[src/design/ssm_pkg.sv]
// ----------------------------------------------------------------------------
// ssm_pkg
// Shared types and constants for the screen selection marker.
// ----------------------------------------------------------------------------
package ssm_pkg;

  // Default depth of the selection bitmap
  localparam int MaxCellsDef = 8192;

  // Configuration register indexes
  localparam logic CFG_ROWS = 1'b0;
  localparam logic CFG_COLS = 1'b1;

  // Geometry limits
  localparam logic [6:0] RowsReset = 7'd24;
  localparam logic [7:0] ColsReset = 8'd80;
  localparam logic [6:0] RowsMax   = 7'd64;
  localparam logic [7:0] ColsMax   = 8'd128;

  typedef enum logic [1:0] {
    REQ_SELECT,
    REQ_MODE,
    REQ_FLAGS,
    REQ_BOX
  } req_e;

  typedef enum logic [1:0] {
    ST_DONE,
    ST_OUT_OF_SCREEN,
    ST_NO_SEL,
    ST_UNCHANGED
  } status_e;

  // What the request needs after its checks
  typedef enum logic [1:0] {
    DEC_FINISH,
    DEC_REDRAW,
    DEC_PROBE,
    DEC_BOX
  } dec_e;

  typedef enum logic [3:0] {
    S_CLEAR,
    S_IDLE,
    S_GEOM,
    S_DECIDE,
    S_LOCATE,
    S_SWEEP,
    S_DRAIN,
    S_PROBE,
    S_PWAIT,
    S_FINISH
  } state_e;

  // Controller to datapath
  typedef struct packed {
    logic clear;
    logic take;
    logic geom;
    logic decide;
    logic locate;
    logic sweep;
    logic probe_issue;
    logic probe_cap;
    logic finish;
  } cmd_t;

  // Datapath to controller
  typedef struct packed {
    dec_e dec;
    logic geom_over;
    logic loc_done;
    logic sweep_last;
    logic clear_last;
    logic probe_last;
    logic out_free;
  } sts_t;

endpackage

[src/design/ssm_ctrl.sv]
// ----------------------------------------------------------------------------
// ssm_ctrl
// Sequencer: clearing pass, geometry fit, checks, locate, sweep, probes.
// ----------------------------------------------------------------------------
module ssm_ctrl (
  input  logic          clk_i,
  input  logic          rst_ni,
  input  logic          in_valid_i,
  output logic          in_ready_o,
  input  ssm_pkg::sts_t sts_i,
  output ssm_pkg::cmd_t cmd_o
);

  ssm_pkg::state_e state_q, state_d;
  ssm_pkg::dec_e   kind_q;

  // State and request kind registers
  always_ff @(posedge clk_i or negedge rst_ni) begin
    if (!rst_ni) begin
      state_q <= ssm_pkg::S_CLEAR;
      kind_q  <= ssm_pkg::DEC_FINISH;
    end else begin
      state_q <= state_d;
      if (state_q == ssm_pkg::S_DECIDE) begin
        kind_q <= sts_i.dec;
      end
    end
  end

  // Next state
  always_comb begin
    state_d = state_q;
    unique case (state_q)
      ssm_pkg::S_CLEAR:  if (sts_i.clear_last) state_d = ssm_pkg::S_IDLE;
      ssm_pkg::S_IDLE:   if (in_valid_i) state_d = ssm_pkg::S_GEOM;
      ssm_pkg::S_GEOM:   if (!sts_i.geom_over) state_d = ssm_pkg::S_DECIDE;
      ssm_pkg::S_DECIDE: begin
        unique case (sts_i.dec)
          ssm_pkg::DEC_FINISH: state_d = ssm_pkg::S_FINISH;
          ssm_pkg::DEC_REDRAW: state_d = ssm_pkg::S_LOCATE;
          ssm_pkg::DEC_PROBE:  state_d = ssm_pkg::S_LOCATE;
          ssm_pkg::DEC_BOX:    state_d = ssm_pkg::S_SWEEP;
          default:             state_d = ssm_pkg::S_FINISH;
        endcase
      end
      ssm_pkg::S_LOCATE: begin
        if (sts_i.loc_done) begin
          state_d = (kind_q == ssm_pkg::DEC_PROBE) ? ssm_pkg::S_PROBE : ssm_pkg::S_SWEEP;
        end
      end
      ssm_pkg::S_SWEEP:  if (sts_i.sweep_last) state_d = ssm_pkg::S_DRAIN;
      ssm_pkg::S_DRAIN:  state_d = ssm_pkg::S_FINISH;
      ssm_pkg::S_PROBE:  state_d = ssm_pkg::S_PWAIT;
      ssm_pkg::S_PWAIT:  state_d = sts_i.probe_last ? ssm_pkg::S_FINISH : ssm_pkg::S_PROBE;
      ssm_pkg::S_FINISH: if (sts_i.out_free) state_d = ssm_pkg::S_IDLE;
      default:           state_d = ssm_pkg::S_IDLE;
    endcase
  end

  // Commands
  always_comb begin
    cmd_o       = '0;
    in_ready_o  = 1'b0;
    unique case (state_q)
      ssm_pkg::S_CLEAR:  cmd_o.clear = 1'b1;
      ssm_pkg::S_IDLE: begin
        in_ready_o = 1'b1;
        cmd_o.take = in_valid_i;
      end
      ssm_pkg::S_GEOM:   cmd_o.geom = 1'b1;
      ssm_pkg::S_DECIDE: cmd_o.decide = 1'b1;
      ssm_pkg::S_LOCATE: cmd_o.locate = 1'b1;
      ssm_pkg::S_SWEEP:  cmd_o.sweep = 1'b1;
      ssm_pkg::S_DRAIN:  cmd_o = '0;
      ssm_pkg::S_PROBE:  cmd_o.probe_issue = 1'b1;
      ssm_pkg::S_PWAIT:  cmd_o.probe_cap = 1'b1;
      ssm_pkg::S_FINISH: cmd_o.finish = sts_i.out_free;
      default:           cmd_o = '0;
    endcase
  end

endmodule

[config.mk]
export PLATFORM = sky130hd
export DESIGN_NAME = ssm_ctrl
export DESIGN_NICKNAME = d
export VERILOG_FILES = /design/src/design/ssm_pkg.sv /design/src/design/ssm_ctrl.sv
export SDC_FILE = /design/constraint.sdc
export NUM_CORES = 1
export LEC_CHECK = 0
export BUFFER_PORTS_ARGS = -buffer_cell sky130_fd_sc_hd__buf_2
export CORE_MARGIN = 3
export CORE_UTILIZATION = 39
export CTS_BUF_LIST = sky130_fd_sc_hd__clkbuf_2 sky130_fd_sc_hd__clkbuf_4 sky130_fd_sc_hd__clkbuf_8
export DETAILED_ROUTE_END_ITERATION = 7
export PLACE_DENSITY = 0.72
export SLEW_MARGIN = 20
export SYNTH_ARGS = -nofsm -noshare
export SYNTH_HDL_FRONTEND = slang
export SYNTH_SLANG_ARGS = --single-unit
[constraint.sdc]
create_clock -name clk_i -period 2.85 [get_ports clk_i]
set_input_delay 0.1425 -clock clk_i [delete_from_list [all_inputs] [get_ports clk_i]]
set_output_delay 0.1425 -clock clk_i [all_outputs]
set_load 0.05 [all_outputs]
==> run summary, run 1 <==
detailed placer's ending HPWL -> 841 microns
post-synth top area share -> 0.288
HP Class -> input port to flop
vias per cell -> 5.28
final core occ -> 0.542
die area -> 1810 sq um
Static Leak -> 0.317 nW
Slew Limit Fails -> 0
mean post-synth cell area -> 9.00 sq um
Final Hold Fails -> 0
post-route ant nets -> 0
non-filler cells, final -> 92
Setup crit end kind -> flop
clk buf depth -> 2
relative slew slack -> 0.712
Die Span Y -> 42.6 microns
number of global-route vias before repair -> 414
RSZ-0062 raised after global routing -> no
Routability Congestion -> 0.735
PwrDens -> 1200 nW/um^2
width of the die -> 42.6 microns
Rows -> 12
worst endpoint data arrival time -> 1.93 ns
critical path required time -> 2.97 ns
Worst-path clk slew -> 0.04 ns
area grow syn2layout -> 23.3%
initial core utilization -> 0.440
syn_nets -> 70
final WL -> 1060 microns
Clk Latency, worst-skew pair -> 0.23 ns
Internal Pwr Total -> 0.372 mW
Post-Place Worst Slack -> 1.03 ns
Hold WS -> 0.159 ns
# nets final -> 92
Worst Path Max Fanout -> 16
maximum vdd drop -> 527 uV
crit start category -> flop
Iteration-0 DRC Markers -> 0
GRT Util Overall -> 0.122
first-pass GRT wire length -> 1670 microns
Clock Root Buffer -> clkbuf_4
Crit Path Class -> flop to flop
register bit total from synthesis -> 6
sequential area share after synthesis -> 0.288
hold path cells -> 2
final setup fails -> 0
top cells by area, synth -> dfrtp_1 (29%), or2b_2 (5.0%), mux2_1 (4.3%)
run status -> completed
setup slack after layout -> 1.03 ns
min cycle time layout -> 1.82 ns
Placed Instances -> 88
Synth top cells by count -> dfrtp_1 (6), nor2_1 (6), nor3_1 (4), o22ai_1 (3), or2b_2 (3)
cell area after layout -> 643 sq um
DRC Markers -> 0
maxcap violations -> 0
sw frac -> 0.519
CTS tree -> yes
H-tree depth -> 1
Ant. Diodes -> 0
number of top-level pins -> 21
Syn. warnings -> 0
Comb pwr share -> 0.624
share of cells above drive strength 1 -> 0.423
cells on worst reg2reg path -> 4
Distinct cells, synth -> 33
gr ovfl total -> 0
post-synth top area cell -> dfrtp_1
Post-Syn Instances -> 58
Mapped Area -> 522 sq um
Flop pwr share -> 0.280
Clock Power Share -> 0.096
FMAX -> 549 MHz
initial antenna violation count -> 0
number of port buffers -> 20
TNS Setup -> 0 ns
core footprint -> 1190 sq um
total CTS buffers -> 3
Worst-Margin Slew -> 0.431 ns
detailed-route via count -> 486
Sink Count -> 6
Post-synth EDFFs -> 0
skew final -> 0.000744 ns
largest net degree at the start of global routing -> 17
total power -> 0.773 mW
wire per inst -> 11.6 microns
Post-DP Area -> 611 sq um
ys async rst share -> 1.00
final period utilization -> 0.639
Top FF cell, synth -> dfrtp_1
1st-pass router iterations -> 1
Net Sw Power -> 0.401 mW
## layer usage
layer	track usage	part of all wire
met1	0.161	0.48
met4	0.0745	0.0047
met5	0	0
met2	0.188	0.44
met3	0.0129	0.072
## registers in the layout, indices dropped and copies added, names as in the netlist
name,cells
state_q,4
kind_q,2
## worst paths after layout
check	startpoint	endpoint	slack, ns
setup / recovery	state_q[2]$_DFFE_PN0P_	state_q[0]$_DFFE_PN0P_	1.03
hold / removal	sts_i[7]	kind_q[1]$_DFFE_PN0P_	0.16
setup reg to reg	state_q[2]$_DFFE_PN0P_	state_q[0]$_DFFE_PN0P_	1.03
hold reg to reg	kind_q[1]$_DFFE_PN0P_	kind_q[1]$_DFFE_PN0P_	0.50
max in group asynchronous	rst_ni	state_q[2]$_DFFE_PN0P_	2.47
min in group asynchronous	rst_ni	state_q[3]$_DFFE_PN0P_	0.25
## critical path, cell delays in order (launching register included)
cell      delay (ns)
dfrtp_1         0.60
or3b_1          0.41
a211oi_2        0.22
a221o_2         0.16
mux2_1          0.32
## layout make-up
class | instances | area [sq um]
Fill cell | 118 | 543
Multi-Input combinational cell | 46 | 335
Tap cell | 14 | 17.5
Timing Repair Buffer | 21 | 110
Sequential cell | 6 | 150
Inverter | 2 | 7.51
Clock buffer | 3 | 22.5
## placed cells by master (no fill, tap or decap)
cell and n:
nor4b_1 1, a21oi_1 2, or2_1 1, ha_1 1, clkbuf_4 3, xnor2_1 1, nand2b_1 2, or3b_1 1
and2b_1 1, a211oi_2 1, and2_1 1, dlygate4sd3_1 1, mux2_1 2, dfrtp_1 6, o32ai_1 1, and3_1 1
inv_1 2, and2b_2 2, nand3b_1 1, a22oi_1 1, o22ai_1 3, o32a_1 1, mux2i_1 1, or2b_2 3
a221o_2 1, a21o_1 1, nor3_1 4, buf_2 20, mux2_2 2, nor2_1 6, nor3_2 1, nand2_1 2
o21ai_0 1
## repair_timing
action,in CTS,in global routing
setup endpoints to repair,0,0
gates resized for setup,0,0
hold buffers,1,0
endpoints found under the hold margin,6,0
setup buffers,0,0
## power by group through the flow
stage / Combinational (mW) / Sequential [mW] / Clock (mW)
2_1_floorplan: 0.478 / 0.154 / 0
3_3_place_gp: 0.480 / 0.218 / 0
3_5_place_dp: 0.486 / 0.217 / 0
4_1_cts: 0.488 / 0.216 / 0.0769
5_1_grt: 0.521 / 0.230 / 0.0795
6_report: 0.482 / 0.216 / 0.0739
## kinds of logic (layout without fill, tap and decap cells)
logic type	Yosys count	after routing	share of synthesized area
AND/OR/NAND/NOR	27	27	0.321
AO/OA/AOI/OAI	12	12	0.175
flip-flops	6	6	0.288
buffers and inverters	6	26	0.0696
multiplexers	5	5	0.106
adder cells (fa/ha/maj)	1	1	0.0240
XOR/XNOR	1	1	0.0168
Note: power is estimated with default switching activity, not from simulation.
==> run 2: changes to the inputs <==
Clock period 2.85 ns to 1.76 ns, I/O delays scaled along.
==> run 2 against run 1 <==
Critical path depth is the same. First-iteration DRC count grew 8. Clock-buffer cell count is the same. Routed wire length grew 15%. Final cell count grew 5.4%. Non-clock buffer count grew 5. Highest routed layer unchanged. Worst hold slack lost 0.056 ns. Total power grew 80%. Sequential power grew 33%. Clock skew is essentially flat.
==> run summary, run 2 (synthesis gave the netlist of run 1 again) <==
1st-pass router iterations -> 4 (+3)
TNS Setup -> 0 ns (unchanged)
Routability Congestion -> 0.842 (+15%)
width of the die -> 42.6 microns (unchanged)
launching point of the worst reg2reg path -> state_q[2]$_DFFE_PN0P_
CP delay by family, top -> flip-flops
critical path required time -> 1.87 ns (-1.10 ns)
area grow syn2layout -> 34.8%
Top Registers -> state_q (4), kind_q (2)
die area -> 1810 sq um (unchanged)
final setup fails -> 0 (unchanged)
final WL -> 1220 microns (+15%)
worst endpoint data arrival time -> 1.73 ns (-0.20 ns)
vias per cell -> 5.32 (+0.70%)
crit start category -> flop
final period utilization -> 0.920 (+0.281)
slowest stage cell, crit path -> dfrtp_1
Iteration-0 DRC Markers -> 8 (+8)
min cycle time layout -> 1.62 ns (-0.201 ns)
total power -> 1.39 mW (+80%)
cell area after layout -> 703 sq um (+9.3%)
Worst-Margin Slew -> 0.363 ns (-0.0687 ns)
relative slew slack -> 0.758 (+0.0458)
Clk Latency, worst-skew pair -> 0.23 ns (about the same)
hold worst-path end -> kind_q[1]$_DFFE_PN0P_
reg2reg end -> state_q[1]$_DFFE_PN0P_
Die Span Y -> 42.6 microns (unchanged)
hold path cells -> 2 (unchanged)
H-tree depth -> 1 (unchanged)
commonest non-fill, non-tap cells in the layout -> buf_2 (20), nor2_1 (6), dfrtp_1 (6)
initial core utilization -> 0.440 (unchanged)
FMAX -> 618 MHz (+12%)
post-route ant nets -> 0 (unchanged)
initial antenna violation count -> 0 (unchanged)
Clock Root Buffer -> clkbuf_4
first-pass GRT wire length -> 2130 microns (+28%)
HP Start -> sts_i[7]
RSZ-0062 raised after global routing -> no
# nets final -> 97 (+5.4%)
cells along the critical path -> or3b_1, a211oi_2, a221o_2, mux2_1
clk buf depth -> 2 (unchanged)
GRT Util Overall -> 0.152 (+0.0299)
Post-DP Area -> 671 sq um (+9.8%)
number of top-level pins -> 21 (unchanged)
Buf/Inv on CP -> 0 (unchanged)
Worst-path clk slew -> 0.04 ns (about the same)
largest reg by FF count -> state_q
PwrDens -> 1970 nW/um^2 (+64%)
Final Hold Fails -> 0 (unchanged)
gr ovfl total -> 0 (unchanged)
skew final -> 0.000405 ns (-0.000339 ns)
wire per inst -> 12.6 microns (+9.0%)
total CTS buffers -> 3 (unchanged)
reg-to-reg setup timing slack -> 0.14 ns (-0.89 ns)
Worst Path Max Fanout -> 7 (-9)
HP Class -> input port to flop
Slew Limit Fails -> 0 (unchanged)
DRC Markers -> 0 (unchanged)
Hold WS -> 0.103 ns (-0.0561 ns)
largest net degree at the start of global routing -> 11 (-6)
cells on worst reg2reg path -> 4 (unchanged)
Setup crit end kind -> flop
number of global-route vias before repair -> 494 (+19%)
Crit path largest cell delay -> 0.43 ns (-0.17 ns)
run status -> completed
number of port buffers -> 20 (unchanged)
Static Leak -> 0.347 nW (+9.4%)
setup slack after layout -> 0.141 ns (-0.889 ns)
detailed placer's ending HPWL -> 1050 microns (+25%)
most common cell after layout, fill and taps aside -> buf_2
post-cts sizing count -> 0 (unchanged)
Rows -> 12 (unchanged)
maxcap violations -> 0 (unchanged)
maximum vdd drop -> 1030 uV (+96%)
Post-Place Worst Slack -> 0.144 ns (-0.887 ns)
CTS tree -> yes
Crit Path Class -> flop to flop
Crit path depth -> 4 (unchanged)
core footprint -> 1190 sq um (unchanged)
Ant. Diodes -> 0 (unchanged)
max FFs per register -> 4 (unchanged)
Sink Count -> 6 (unchanged)
share of cells above drive strength 1 -> 0.494 (+0.0709)
detailed-route via count -> 516 (+6.2%)
## run 2: cell count changes in the layout (fill, tap and decap cells not counted)
cell     before  now
nor3_4        0    1
nor3_1        4    2
nor3_2        1    2
buf_4         0    5
nor4b_1       1    0
nor4b_2       0    1
## run 2: worst max-delay path by stage
| stage | from | endpoint | slack [ns] |
|---|---|---|---|
| after floorplan | state_q[1]$_DFFE_PN0P_ | cmd_o[7] | -0.20 |
| after global placement | state_q[2]$_DFFE_PN0P_ | state_q[1]$_DFFE_PN0P_ | 0.18 |
| after detailed placement | state_q[2]$_DFFE_PN0P_ | state_q[0]$_DFFE_PN0P_ | 0.14 |
| after CTS | state_q[2]$_DFFE_PN0P_ | state_q[0]$_DFFE_PN0P_ | 0.13 |
| after global routing | state_q[2]$_DFFE_PN0P_ | state_q[1]$_DFFE_PN0P_ | 0.07 |
| final | state_q[2]$_DFFE_PN0P_ | state_q[1]$_DFFE_PN0P_ | 0.14 |
## run 2: what timing repair did
item	CTS	global route
hold endpoints to repair	6	0
hold buffers	1	0
setup buffers	0	0
endpoints found under the setup margin	0	0
## run 2: cell type report
type	count	area, sq um
inverters	2	7.51
clock buffers	3	22.5
repair buffers	26	148
fillers	119	483
well taps	14	17.5
flip-flops and latches	6	150
multi-input cells	46	358
## run 2: stage by stage
| stage | utilization | cells |
|---|---|---|
| finish | 0.593 | 97 |
| floorplan | - | 58 |
| CTS | 0.593 | 97 |
| global placement | 0.565 | 93 |
| global route | 0.593 | 97 |
| detailed placement | 0.565 | 93 |
## run 2: per-layer routing
layer,global-route usage,wire length [microns],up-vias
li1,-,-,260
met1,0.177,515,228
met2,0.255,584,22
met3,0.0258,74,6
met4,0.0932,48,0
met5,0,0,-
## run 2: power breakdown
group          leakage [nW]  internal [mW]  total [mW]  switching, mW
combinational         0.260          0.398       0.981          0.583
sequential           0.0733          0.204       0.288         0.0837
clock                0.0138         0.0766       0.118         0.0416
total                 0.347          0.678        1.39          0.709
==> run 3: changes to the inputs <==
Settings changed: CAP_MARGIN set to 20, CORE_MARGIN 3 to 5.
==> run 3 against run 2 <==
Sequential power hardly changed. Register-to-register slack lost 0.03 ns. Via count up 1.4%. Critical endpoint unchanged. Non-clock buffer count increased by 1. Routed wire length rose by 0.74%. Total power grew 0.23%. Critical path type unchanged. Largest cell class unchanged.
==> run summary, run 3 (synthesis gave the netlist of run 1 again) <==
Iteration-0 DRC Markers -> 8 (unchanged)
1st-pass router iterations -> 4 (unchanged)
detailed placer's ending HPWL -> 1030 microns (-2.6%)
crit start category -> flop
Top Registers -> state_q (4), kind_q (2)
HP Class -> input port to flop
Static Leak -> 0.352 nW (+1.2%)
Setup crit end kind -> flop
die area -> 2170 sq um (+20%)
Hold WS -> 0.0991 ns (-0.00377 ns)
Routability Congestion -> 0.809 (-3.9%)
Placed Instances -> 95 (+2.2%)
hold path cells -> 2 (unchanged)
detailed-route via count -> 523 (+1.4%)
final WL -> 1230 microns (+0.74%)
relative slew slack -> 0.810 (+0.0517)
number of port buffers -> 20 (unchanged)
Rows -> 13 (+1)
GRT Util Overall -> 0.137 (-0.0150)
largest net degree at the start of global routing -> 10 (-1)
first-pass GRT wire length -> 2070 microns (-2.9%)
Slew Limit Fails -> 0 (unchanged)
skew final -> 0.00334 ns (+0.00294 ns)
share of cells above drive strength 1 -> 0.512 (+0.0179)
RSZ-0062 raised after global routing -> no
area grow syn2layout -> 36.7%
H-tree depth -> 1 (unchanged)
cells on worst reg2reg path -> 4 (unchanged)
Crit Path Class -> flop to flop
non-filler cells, final -> 99 (+2.1%)
Ant. Diodes -> 0 (unchanged)
Clock Root Buffer -> clkbuf_4
number of global-route vias before repair -> 514 (+4.0%)
cell area after layout -> 713 sq um (+1.4%)
number of top-level pins -> 21 (unchanged)
total power -> 1.39 mW (+0.23%)
Worst Path Max Fanout -> 7 (unchanged)
DRC Markers -> 0 (unchanged)
TNS Setup -> 0 ns (unchanged)
core footprint -> 1280 sq um (+8.3%)
maxcap violations -> 0 (unchanged)
vias per cell -> 5.28 (-0.69%)
maximum vdd drop -> 595 uV (-42%)
commonest non-fill, non-tap cells in the layout -> buf_2 (20), nor2_1 (6), buf_4 (6)
Clk Latency, worst-skew pair -> 0.24 ns (about the same)
width of the die -> 46.6 microns (+9.4%)
total CTS buffers -> 3 (unchanged)
CTS tree -> yes
min cycle time layout -> 1.65 ns (+0.0317 ns)
Post-Place Worst Slack -> 0.0947 ns (-0.0496 ns)
critical path required time -> 1.88 ns (about the same)
Worst-Margin Slew -> 0.285 ns (-0.0775 ns)
# nets final -> 98 (+1.0%)
final setup fails -> 0 (unchanged)
Fill cells -> 129 (+8.4%)
setup slack after layout -> 0.109 ns (-0.0317 ns)
initial core utilization -> 0.406 (-0.0338)
Die Span Y -> 46.6 microns (+9.4%)
run status -> completed
final core occ -> 0.555 (-0.0378)
FMAX -> 606 MHz (-1.9%)
worst endpoint data arrival time -> 1.77 ns (+0.04 ns)
initial antenna violation count -> 0 (unchanged)
PwrDens -> 1950 nW/um^2 (-1.2%)
Post-DP Area -> 679 sq um (+1.3%)
gr ovfl total -> 0 (unchanged)
wire per inst -> 12.4 microns (-1.3%)
max FFs per register -> 4 (unchanged)
Final Hold Fails -> 0 (unchanged)
Sink Count -> 6 (unchanged)
clk buf depth -> 2 (unchanged)
post-route ant nets -> 0 (unchanged)
Worst-path clk slew -> 0.04 ns (about the same)
largest reg by FF count -> state_q
final period utilization -> 0.938 (+0.0180)
most common cell after layout, fill and taps aside -> buf_2
run 3: worst paths after layout:
| check | startpoint | to | slack, ns |
|---|---|---|---|
| min in group asynchronous | rst_ni | state_q[3]$_DFFE_PN0P_ | 0.19 |
| setup reg to reg | state_q[1]$_DFFE_PN0P_ | state_q[1]$_DFFE_PN0P_ | 0.11 |
| hold / removal | sts_i[6] | kind_q[0]$_DFFE_PN0P_ | 0.1 |
| setup / recovery | state_q[1]$_DFFE_PN0P_ | state_q[1]$_DFFE_PN0P_ | 0.11 |
| max in group asynchronous | rst_ni | state_q[2]$_DFFE_PN0P_ | 1.42 |
| hold reg to reg | kind_q[0]$_DFFE_PN0P_ | kind_q[0]$_DFFE_PN0P_ | 0.51 |
run 3: critical path, cell delays in order, from the launching register on:
cell,delay (ns)
dfrtp_1,0.42
or3b_1,0.40
a211oi_2,0.22
a221o_2,0.16
mux2_1,0.32
run 3: final cells by class:
type                            instances  area [sq um]  share of cell area
Inverter                                2          7.51              0.0105
Sequential cell                         6           151               0.212
Tap cell                               15          18.8              0.0263
Multi-Input combinational cell         46           358               0.502
Timing Repair Buffer                   27           155               0.218
Clock buffer                            3          22.5              0.0316
run 3: layer usage:
layer,GRT usage,up-vias,share of wire
li1,-,262,-
met3,0.0391,2,0.11
met5,0,-,0
met1,0.156,235,0.41
met2,0.223,24,0.47
met4,0.0852,0,0.012
run 3: repair_timing:
| item | in CTS | in global routing |
|---|---|---|
| hold buffers | 1 | 0 |
| setup buffers | 0 | 0 |
| endpoints found under the hold margin | 6 | 0 |
| setup endpoints to repair | 0 | 2 |
| resized for setup | 0 | 1 |
run 3: report_power, final:
| group | leakage (nW) | total [mW] | internal, mW | switching [mW] |
|---|---|---|---|---|
| logic | 0.266 | 0.982 | 0.400 | 0.581 |
| clock network | 0.0138 | 0.121 | 0.0767 | 0.0438 |
| registers | 0.0719 | 0.288 | 0.206 | 0.0820 |
